File: config.mk
export PLATFORM = sky130hd
export DESIGN_NAME = sequence_reorder_buffer_unit_flat
export DESIGN_NICKNAME = d
export VERILOG_FILES = /design/src/hw/rtl/srb_pkg.sv /design/src/hw/rtl/srb_req_if.sv /design/src/hw/rtl/srb_rsp_if.sv /design/src/hw/rtl/sequence_reorder_buffer_unit.sv /design/src/flat_wrapper.sv
export SDC_FILE = /design/constraint.sdc
export NUM_CORES = 2
export LEC_CHECK = 0
export ABC_CLOCK_PERIOD_IN_PS = 9800
export BUFFER_PORTS_ARGS = -buffer_cell sky130_fd_sc_hd__buf_2
export CAP_MARGIN = 5
export CORE_ASPECT_RATIO = 2
export CORE_UTILIZATION = 30
export DETAILED_ROUTE_END_ITERATION = 10
export PLACE_DENSITY = 0.42
export SLEW_MARGIN = 40
export SYNTH_ARGS = -nofsm -noshare
export SYNTH_HDL_FRONTEND = slang
export SYNTH_SLANG_ARGS = --single-unit
File: constraint.sdc
create_clock -name clk -period 9.8 [get_ports clk]
set_input_delay 1.47 -clock clk [delete_from_list [all_inputs] [get_ports clk]]
set_output_delay 1.47 -clock clk [all_outputs]
set_load 0.005 [all_outputs]
File: src/hw/rtl/srb_pkg.sv
// ----------------------------------------------------------------------------
// srb_pkg
// Types, codes and helpers for the sequence reorder buffer.
// ----------------------------------------------------------------------------
package srb_pkg;

  localparam int SEQ_W   = 16;
  localparam int WORD_W  = 32;
  localparam int COUNT_W = 7;

  typedef logic [1:0]         op_t;
  typedef logic [1:0]         status_t;
  typedef logic [SEQ_W-1:0]   seq_t;
  typedef logic [WORD_W-1:0]  word_t;
  typedef logic [COUNT_W-1:0] count_t;

  localparam op_t OP_INSERT = 2'd0;
  localparam op_t OP_LOOKUP = 2'd1;
  localparam op_t OP_REMOVE = 2'd2;

  localparam status_t ST_DONE   = 2'd0;
  localparam status_t ST_RANGE  = 2'd1;
  localparam status_t ST_NOROOM = 2'd2;

  // serial-number order: a before b when the forward distance is the shorter
  function automatic logic seq_before(input seq_t a, input seq_t b);
    seq_t down;
    seq_t up;
    down = a - b;
    up   = b - a;
    return up < down;
  endfunction

endpackage

File: src/hw/rtl/srb_req_if.sv
// ----------------------------------------------------------------------------
// srb_req_if
// Request channel: operation, sequence number and data word.
// ----------------------------------------------------------------------------
interface srb_req_if;
  logic             valid;
  logic             ready;
  srb_pkg::op_t     operation;
  srb_pkg::seq_t    seq_index;
  srb_pkg::word_t   entry_data;

  modport source (output valid, operation, seq_index, entry_data, input ready);
  modport sink   (input valid, operation, seq_index, entry_data, output ready);
endinterface

File: src/hw/rtl/srb_rsp_if.sv
// ----------------------------------------------------------------------------
// srb_rsp_if
// Response channel: status, previous entry and window after the operation.
// ----------------------------------------------------------------------------
interface srb_rsp_if;
  logic              valid;
  logic              ready;
  srb_pkg::status_t  status;
  logic              had_entry;
  srb_pkg::word_t    entry_out;
  srb_pkg::seq_t     lowest_index;
  srb_pkg::seq_t     end_index;
  srb_pkg::count_t   occupied_count;

  modport source (output valid, status, had_entry, entry_out, lowest_index, end_index,
                  occupied_count, input ready);
  modport sink   (input valid, status, had_entry, entry_out, lowest_index, end_index,
                  occupied_count, output ready);
endinterface

File: src/hw/rtl/sequence_reorder_buffer_unit.sv
// ----------------------------------------------------------------------------
// sequence_reorder_buffer_unit
// Reorder window over 16-bit wrapping sequence numbers in circular storage.
// ----------------------------------------------------------------------------
// One request beat in, one response beat out. Insert and lookup pass through a
// memory read, then modify/write and result. A remove that drops the window
// start or the last held index steps through the slots one per cycle, through
// the single memory read port, until it meets an occupied slot. After reset a
// clearing pass writes every slot once before the first request is taken.
// The response sits in an output register, so the next request is taken while
// an earlier response still waits.
module sequence_reorder_buffer_unit #(
  parameter int CAPACITY   = 64,
  parameter int DATA_WIDTH = 32
) (
  input  logic        clk,
  input  logic        rst,
  srb_req_if.sink     req,
  srb_rsp_if.source   rsp
);

  localparam int SLOT_W = $clog2(CAPACITY);
  localparam int CNT_W  = $clog2(CAPACITY + 1);
  localparam int KEEP_W = (DATA_WIDTH < srb_pkg::WORD_W) ? DATA_WIDTH : srb_pkg::WORD_W;
  localparam int MEM_W  = KEEP_W + 1;
  localparam logic [srb_pkg::SEQ_W:0] CAP_SEQ = (srb_pkg::SEQ_W + 1)'(CAPACITY);
  localparam logic [SLOT_W-1:0] LAST_SLOT = SLOT_W'(CAPACITY - 1);

  localparam logic [2:0] S_CLEAR  = 3'd0;
  localparam logic [2:0] S_IDLE   = 3'd1;
  localparam logic [2:0] S_READ   = 3'd2;
  localparam logic [2:0] S_SCANF  = 3'd3;
  localparam logic [2:0] S_SCANB  = 3'd4;
  localparam logic [2:0] S_FINISH = 3'd5;

  function automatic logic [SLOT_W-1:0] slot_of(input srb_pkg::seq_t s);
    return s[SLOT_W-1:0];
  endfunction

  // slot word: {occupied, data}
  logic [MEM_W-1:0]  mem [CAPACITY];
  logic [MEM_W-1:0]  rd_data;
  logic              rd_en;
  logic [SLOT_W-1:0] rd_addr;
  logic              wr_en;
  logic [SLOT_W-1:0] wr_addr;
  logic [MEM_W-1:0]  wr_data;

  logic [2:0]        state, state_next;
  logic [SLOT_W-1:0] clr_addr;
  srb_pkg::op_t      op_q;
  srb_pkg::seq_t     seq_q;
  logic [KEEP_W-1:0] data_q;
  srb_pkg::seq_t     start, start_next;
  srb_pkg::seq_t     wend, wend_next;
  logic [CNT_W-1:0]  total, total_next;
  srb_pkg::seq_t     ptr, ptr_next;
  logic              bwd_pend, bwd_pend_next;
  srb_pkg::status_t  res_status, res_status_next;
  logic              res_had, res_had_next;
  srb_pkg::word_t    res_prev, res_prev_next;

  logic              finish;
  logic              out_free;
  logic              rd_occ;
  logic              ins_ok;
  logic              in_win;
  logic [CNT_W-1:0]  cnt_after;
  logic              fwd_scan;
  logic              bwd_scan;
  srb_pkg::seq_t     fwd_gap;
  srb_pkg::seq_t     seq_inc;
  srb_pkg::seq_t     seq_dec;

  assign req.ready = (state == S_IDLE);
  assign out_free  = !rsp.valid || rsp.ready;
  assign rd_occ    = rd_data[MEM_W-1];
  assign fwd_gap   = seq_q - start;
  assign seq_inc   = seq_q + srb_pkg::seq_t'(1);
  assign seq_dec   = seq_q - srb_pkg::seq_t'(1);
  assign in_win    = !srb_pkg::seq_before(seq_q, start) && ({1'b0, fwd_gap} < CAP_SEQ);

  always_comb begin
    state_next      = state;
    start_next      = start;
    wend_next       = wend;
    total_next      = total;
    ptr_next        = ptr;
    bwd_pend_next   = bwd_pend;
    res_status_next = res_status;
    res_had_next    = res_had;
    res_prev_next   = res_prev;
    rd_en           = 1'b0;
    rd_addr         = slot_of(req.seq_index);
    wr_en           = 1'b0;
    wr_addr         = slot_of(seq_q);
    wr_data         = '0;
    finish          = 1'b0;
    ins_ok          = 1'b1;
    cnt_after       = total;
    fwd_scan        = 1'b0;
    bwd_scan        = 1'b0;

    case (state)
      S_CLEAR: begin
        wr_en   = 1'b1;
        wr_addr = clr_addr;
        if (clr_addr == LAST_SLOT) begin
          state_next = S_IDLE;
        end
      end
      S_IDLE: begin
        if (req.valid) begin
          rd_en      = 1'b1;
          state_next = S_READ;
        end
      end
      S_READ: begin
        res_status_next = srb_pkg::ST_DONE;
        res_had_next    = 1'b0;
        res_prev_next   = '0;
        case (op_q)
          srb_pkg::OP_INSERT: begin
            finish = 1'b1;
            if (total == '0) begin
              start_next = seq_q;
              wend_next  = seq_inc;
            end else if (srb_pkg::seq_before(seq_q, start)) begin
              if ({1'b0, srb_pkg::seq_t'(wend - seq_q)} > CAP_SEQ) begin
                ins_ok = 1'b0;
              end else begin
                start_next = seq_q;
              end
            end else begin
              if ({1'b0, fwd_gap} >= CAP_SEQ) begin
                ins_ok = 1'b0;
              end else if (srb_pkg::seq_before(wend, seq_inc)) begin
                wend_next = seq_inc;
              end
            end
            if (!ins_ok) begin
              res_status_next = srb_pkg::ST_NOROOM;
            end else begin
              if (rd_occ) begin
                res_had_next  = 1'b1;
                res_prev_next = srb_pkg::WORD_W'(rd_data[KEEP_W-1:0]);
              end else begin
                total_next = total + CNT_W'(1);
              end
              wr_en   = 1'b1;
              wr_data = {1'b1, data_q};
            end
          end
          srb_pkg::OP_LOOKUP: begin
            finish = 1'b1;
            if (!in_win) begin
              res_status_next = srb_pkg::ST_RANGE;
            end else if (rd_occ) begin
              res_had_next  = 1'b1;
              res_prev_next = srb_pkg::WORD_W'(rd_data[KEEP_W-1:0]);
            end
          end
          srb_pkg::OP_REMOVE: begin
            if (!in_win) begin
              res_status_next = srb_pkg::ST_RANGE;
              finish          = 1'b1;
            end else begin
              if (rd_occ) begin
                cnt_after     = total - CNT_W'(1);
                res_had_next  = 1'b1;
                res_prev_next = srb_pkg::WORD_W'(rd_data[KEEP_W-1:0]);
                wr_en         = 1'b1;
                total_next    = cnt_after;
                if (cnt_after == '0) begin
                  wend_next = start;
                end
              end
              fwd_scan      = (seq_q == start) && (cnt_after != '0);
              bwd_scan      = (seq_inc == wend) && (cnt_after != '0);
              bwd_pend_next = bwd_scan;
              // the removed slot itself is known empty: step past it
              if (fwd_scan) begin
                ptr_next   = start + srb_pkg::seq_t'(1);
                rd_en      = 1'b1;
                rd_addr    = slot_of(ptr_next);
                state_next = S_SCANF;
              end else if (bwd_scan) begin
                ptr_next   = seq_dec;
                rd_en      = 1'b1;
                rd_addr    = slot_of(seq_dec);
                state_next = S_SCANB;
              end else begin
                finish = 1'b1;
              end
            end
          end
          default: begin
            finish = 1'b1;
          end
        endcase
      end
      S_SCANF: begin
        if (rd_occ) begin
          start_next = ptr;
          if (bwd_pend) begin
            ptr_next   = seq_dec;
            rd_en      = 1'b1;
            rd_addr    = slot_of(seq_dec);
            state_next = S_SCANB;
          end else begin
            finish = 1'b1;
          end
        end else begin
          ptr_next = ptr + srb_pkg::seq_t'(1);
          rd_en    = 1'b1;
          rd_addr  = slot_of(ptr_next);
        end
      end
      S_SCANB: begin
        if (rd_occ) begin
          wend_next = ptr + srb_pkg::seq_t'(1);
          finish    = 1'b1;
        end else begin
          ptr_next = ptr - srb_pkg::seq_t'(1);
          rd_en    = 1'b1;
          rd_addr  = slot_of(ptr_next);
        end
      end
      S_FINISH: begin
        finish = 1'b1;
      end
      default: begin
        state_next = S_IDLE;
      end
    endcase

    // hold the finished result until the output register frees up
    if (finish) begin
      state_next = out_free ? S_IDLE : S_FINISH;
    end
  end

  always_ff @(posedge clk) begin
    if (wr_en) begin
      mem[wr_addr] <= wr_data;
    end
  end

  always_ff @(posedge clk) begin
    if (rd_en) begin
      rd_data <= mem[rd_addr];
    end
  end

  always_ff @(posedge clk) begin
    if (rst) begin
      state    <= S_CLEAR;
      clr_addr <= '0;
      start    <= '0;
      wend     <= '0;
      total    <= '0;
      bwd_pend <= 1'b0;
    end else begin
      state    <= state_next;
      start    <= start_next;
      wend     <= wend_next;
      total    <= total_next;
      bwd_pend <= bwd_pend_next;
      if (state == S_CLEAR) begin
        clr_addr <= clr_addr + SLOT_W'(1);
      end
    end
  end

  always_ff @(posedge clk) begin
    ptr        <= ptr_next;
    res_status <= res_status_next;
    res_had    <= res_had_next;
    res_prev   <= res_prev_next;
    if (req.valid && req.ready) begin
      op_q   <= req.operation;
      seq_q  <= req.seq_index;
      data_q <= req.entry_data[KEEP_W-1:0];
    end
  end

  always_ff @(posedge clk) begin
    if (rst) begin
      rsp.valid <= 1'b0;
    end else if (finish && out_free) begin
      rsp.valid <= 1'b1;
    end else if (rsp.ready) begin
      rsp.valid <= 1'b0;
    end
  end

  always_ff @(posedge clk) begin
    if (finish && out_free) begin
      rsp.status         <= res_status_next;
      rsp.had_entry      <= res_had_next;
      rsp.entry_out      <= res_prev_next;
      rsp.lowest_index   <= start_next;
      rsp.end_index      <= wend_next;
      rsp.occupied_count <= srb_pkg::COUNT_W'(total_next);
    end
  end

endmodule

File: src/flat_wrapper.sv
// flat-port wrapper written by rule: the top's interface ports become plain ports
module sequence_reorder_buffer_unit_flat 
#(
  parameter int CAPACITY   = 64,
  parameter int DATA_WIDTH = 32
)
  (clk, rst, req_valid, req_operation, req_seq_index, req_entry_data, req_ready, rsp_valid, rsp_status, rsp_had_entry, rsp_entry_out, rsp_lowest_index, rsp_end_index, rsp_occupied_count, rsp_ready);
  srb_req_if req_i ();
  srb_rsp_if rsp_i ();
  input  logic clk;
  input  logic rst;
  input wire logic [$bits(req_i.valid)-1:0] req_valid;
  input wire logic [$bits(req_i.operation)-1:0] req_operation;
  input wire logic [$bits(req_i.seq_index)-1:0] req_seq_index;
  input wire logic [$bits(req_i.entry_data)-1:0] req_entry_data;
  output wire logic [$bits(req_i.ready)-1:0] req_ready;
  output wire logic [$bits(rsp_i.valid)-1:0] rsp_valid;
  output wire logic [$bits(rsp_i.status)-1:0] rsp_status;
  output wire logic [$bits(rsp_i.had_entry)-1:0] rsp_had_entry;
  output wire logic [$bits(rsp_i.entry_out)-1:0] rsp_entry_out;
  output wire logic [$bits(rsp_i.lowest_index)-1:0] rsp_lowest_index;
  output wire logic [$bits(rsp_i.end_index)-1:0] rsp_end_index;
  output wire logic [$bits(rsp_i.occupied_count)-1:0] rsp_occupied_count;
  input wire logic [$bits(rsp_i.ready)-1:0] rsp_ready;
  assign req_i.valid = req_valid;
  assign req_i.operation = req_operation;
  assign req_i.seq_index = req_seq_index;
  assign req_i.entry_data = req_entry_data;
  assign req_ready = req_i.ready;
  assign rsp_valid = rsp_i.valid;
  assign rsp_status = rsp_i.status;
  assign rsp_had_entry = rsp_i.had_entry;
  assign rsp_entry_out = rsp_i.entry_out;
  assign rsp_lowest_index = rsp_i.lowest_index;
  assign rsp_end_index = rsp_i.end_index;
  assign rsp_occupied_count = rsp_i.occupied_count;
  assign rsp_i.ready = rsp_ready;
  sequence_reorder_buffer_unit #(.CAPACITY(CAPACITY), .DATA_WIDTH(DATA_WIDTH)) u_core (.clk(clk), .rst(rst), .req(req_i), .rsp(rsp_i));
endmodule
==> impl_results.md <==
- Max Fclk: 0.111 GHz
- Most frequent cells after synthesis: 2285 x edfxtp_1, 452 x nand2_1, 358 x mux4_2
- Leakage power: 0.0337 uW
- HP Start: u_core.res_had
- Die H: 805 um
- Synth Flop Type: edfxtp_1
- Port-buffer cells: 129
- Clk slew on worst S/H paths: 0.07 ns
- Total power: 23200 uW
- Synthesis-to-finish area growth: 18.5%
- Post-DP HPWL: 238 mm
- Period Utilization, post-route: 92.3%
- Final Wtd Congestion: 0.938
- Critical Path Max Stage Delay: 0.72 ns
- Most frequent CP cell: a21oi_1
- DRT Pass-1 Iters: 11
- Vias post-DR: 56500
- # DRC: 1
- Post-synthesis simple-gate area fraction: 5.00%
- Origin of the critical flop-to-flop path: u_core.start[2]
- Initial Util: 30.2%
- CP Class: reg2reg
- Worst min path class: reg2reg
- Syn_nets: 5933
- Die Wd: 404 um
- Avg Inst Size Synth: 16.8 um^2
- Worst Path Arrival: 9.69 ns
- CTS H-Tree Depth: 4
- Final WL: 364 mm
- FF-to-FF path depth: 30
- Clk Latency, worst-skew pair: 0.94 ns
- CP endpoint kind: flop
- Post-synth EDFFs: 2285
- Unrepaired setup endpoints after global routing: false
- Vias per inst: 5.24
- Mux contribution to synthesized area: 9.86%
- Most used routing layer: met2
- Slew Limit Fails: 0
- Startpoint Class: flop
- Max_cap viols: 0
- YS warnings: 0
- CP max FO: 26
- Worst hold path endpoint: u_core.res_had
- Number of global-route vias before repair: 59100
- Largest family of logic cells by synthesized area: multiplexers
- Synth Area in XOR/XNOR: 1.21%
- Reg2reg end: u_core.rd_data[31]
- Cells after Synth: 5759
- Final setup TNS: 0 ns
- Initial DRC Count: 4964
- Root buffer cell: clkbuf_16
- Rel. slew slack: 35.4%
- Initial antenna violation count: 27
- Sink Count: 2370
- Post-CTS Resized: 0
- Flops & latches, synth: 2370
- # setup viols final: 0
- Post-Synth Adder-Cell Area: 1.59%
- Met1 GRT Util: 22.2%
- Cell with the most instances after synthesis: edfxtp_1
- Fillers: 30400
- Failing checks: DRC
- Status: finished with violations
- Rows: 294
- Crit-path slowest cell: or4b_1
- Post-synth ARST share: 0%
- Largest net degree at the start of global routing: 93
- Post-synthesis compound-gate area fraction: 7.74%
- Nets@finish: 6359
- Final hold viol count: 0
- M2 GR Usage: 42.9%
- Routed len/inst: 33.7 um
- Post CTS Setup Buffer Count: 0
- Global-route wire length before repair: 496 mm
- R2R setup slack: 0.76 ns
- Die ar.: 325000 um^2
- CTS buffer count: 220
- Share of cells above drive strength 1: 22.5%
- TritonCTS clock tree: built
- Hold Crit Depth: 1
- # IOs: 130
- Post-Syn Area: 96800 um^2
- VDD IR max: 166 uV
- Period minus WS final: 9.04 ns
- Cell taking the most area after synthesis: edfxtp_1
- Critical Path RT: 10.45 ns
- Antenna Nets Post-Route: 0
- Total grt overflow: 0
- Most area-consuming cells after synthesis: edfxtp_1 71%, mux4_2 8.3%, dfxtp_1 1.8%
- # hold bufs at CTS: 0
- All-Layer GR Usage: 22.2%
- Clk_skew: 0.105 ns
- Core area: 321000 um^2
- Tightest Pin Transition: 0.964 ns
- Seq/Total Area, Yosys: 72.6%
- Met3 global-route usage: 2.78%
- Clock Path Buffers: 4
- Post-synth top area share: 70.9%
- Unique masters post-synth: 87
- PwrDens: 202 nW/um^2
-- metal layers --
metal / vias to the layer above / wire length, um / share of wire, %
met4: 12 / 25500 / 7.0
met1: 30100 / 123000 / 34
li1: 24000 / - / -
met3: 677 / 14200 / 3.9
met2: 1735 / 201000 / 55
met5: - / 71 / 0.020
-- area by class of cell --
type	count	area, um^2	share of cell area [%]
flip-flops and latches	2370	70300	61.3
multi-input cells	2930	25600	22.3
clock buffers	259	5680	4.96
repair buffers	549	5590	4.87
well taps	4292	5370	4.68
clock inverters	135	1370	1.20
inverters	114	428	0.373
diodes	135	338	0.295
-- critical path: cells and delay by family, from the launching register on --
family,cells,cell delay (ns)
AO/OA/AOI/OAI,16,3.21
XOR/XNOR,1,0.10
adder cells (fa/ha/maj),2,0.74
buffers and inverters,3,0.65
flip-flops,1,0.49
multiplexers,2,0.99
AND/OR/NAND/NOR,6,2.51
-- worst max-delay path by stage --
stage | start | end | slack (ns) | depth (start not counted)
floorplan | u_core.seq_q[1] | u_core.rsp.end_index[0] | 1.51 | 27
global placement | u_core.start[2] | u_core.rd_data[1] | 0.20 | 31
detailed placement | u_core.start[2] | u_core.rd_data[31] | 0.96 | 30
CTS | u_core.start[2] | u_core.rd_data[31] | 0.85 | 30
global route | u_core.start[2] | u_core.rd_data[31] | 0.42 | 30
finish | u_core.start[2] | u_core.rd_data[31] | 0.76 | 30
-- power breakdown --
group          switching (uW)  total [uW]  leakage [uW]  internal, uW
registers                 161       11600        0.0183         11500
clock network            3980        8800       0.00346          4830
logic                    1890        2770        0.0120           877
total                    6030       23200        0.0337         17200
-- stage by stage --
stage | instance area, um^2 | hold slack (ns) | instances | setup WS [ns] | utilization (%)
3_5_place_dp | 107000 | 0.442 | 10300 | 0.958 | 33.4
6_report | 115000 | 0.464 | 10800 | 0.756 | 35.8
5_1_grt | 115000 | 0.484 | 10800 | 0.421 | 35.7
3_3_place_gp | 107000 | 0.443 | 10200 | 0.196 | 33.3
4_1_cts | 114000 | 0.465 | 10600 | 0.852 | 35.6
2_1_floorplan | 96800 | 0.418 | 5759 | 1.51 | -
-- sequential cells by signal, summed over array words and instances, names as in the netlist --
| signal | count |
|---|---|
| u_core.mem | 2112 |
| u_core.op_q | 2 |
| u_core.res_status | 2 |
| u_core.start | 16 |
| u_core.rsp.had_entry | 1 |
| u_core.rsp.occupied_count | 7 |
| u_core.seq_q | 16 |
| u_core.res_had | 1 |
| u_core.rsp.valid | 1 |
| u_core.rsp.end_index | 16 |
| u_core.total | 7 |
| u_core.ptr | 16 |
| u_core.data_q | 32 |
| u_core.clr_addr | 6 |
| u_core.wend | 16 |
| u_core.res_prev | 32 |
| u_core.state | 3 |
| u_core.rsp.status | 2 |
| u_core.rd_data | 33 |
| u_core.bwd_pend | 1 |
| u_core.rsp.lowest_index | 16 |
| u_core.rsp.entry_out | 32 |
-- cell usage in the layout (no fill, tap or decap), types with 115 or more instances in the layout --
| cell | n |
|---|---|
| buf_4 | 264 |
| o22ai_1 | 127 |
| diode_2 | 135 |
| nand2_1 | 447 |
| clkbuf_16 | 221 |
| mux4_2 | 358 |
| a21oi_1 | 286 |
| ha_1 | 115 |
| o21ai_0 | 159 |
| buf_2 | 131 |
| edfxtp_1 | 2285 |
| mux2i_1 | 133 |
| nor2_1 | 138 |
| buf_12 | 136 |
-- cell families (layout without fill, tap and decap cells) --
family | after synthesis | in the layout
flops | 2370 | 2370
compound gates | 1122 | 1122
simple gates | 1050 | 1050
mux | 504 | 504
buf+inv | 459 | 1057
xor+xnor | 134 | 134
fa+ha+maj | 120 | 120
other cells | 0 | 135
Power figures use the tool's default switching activity.
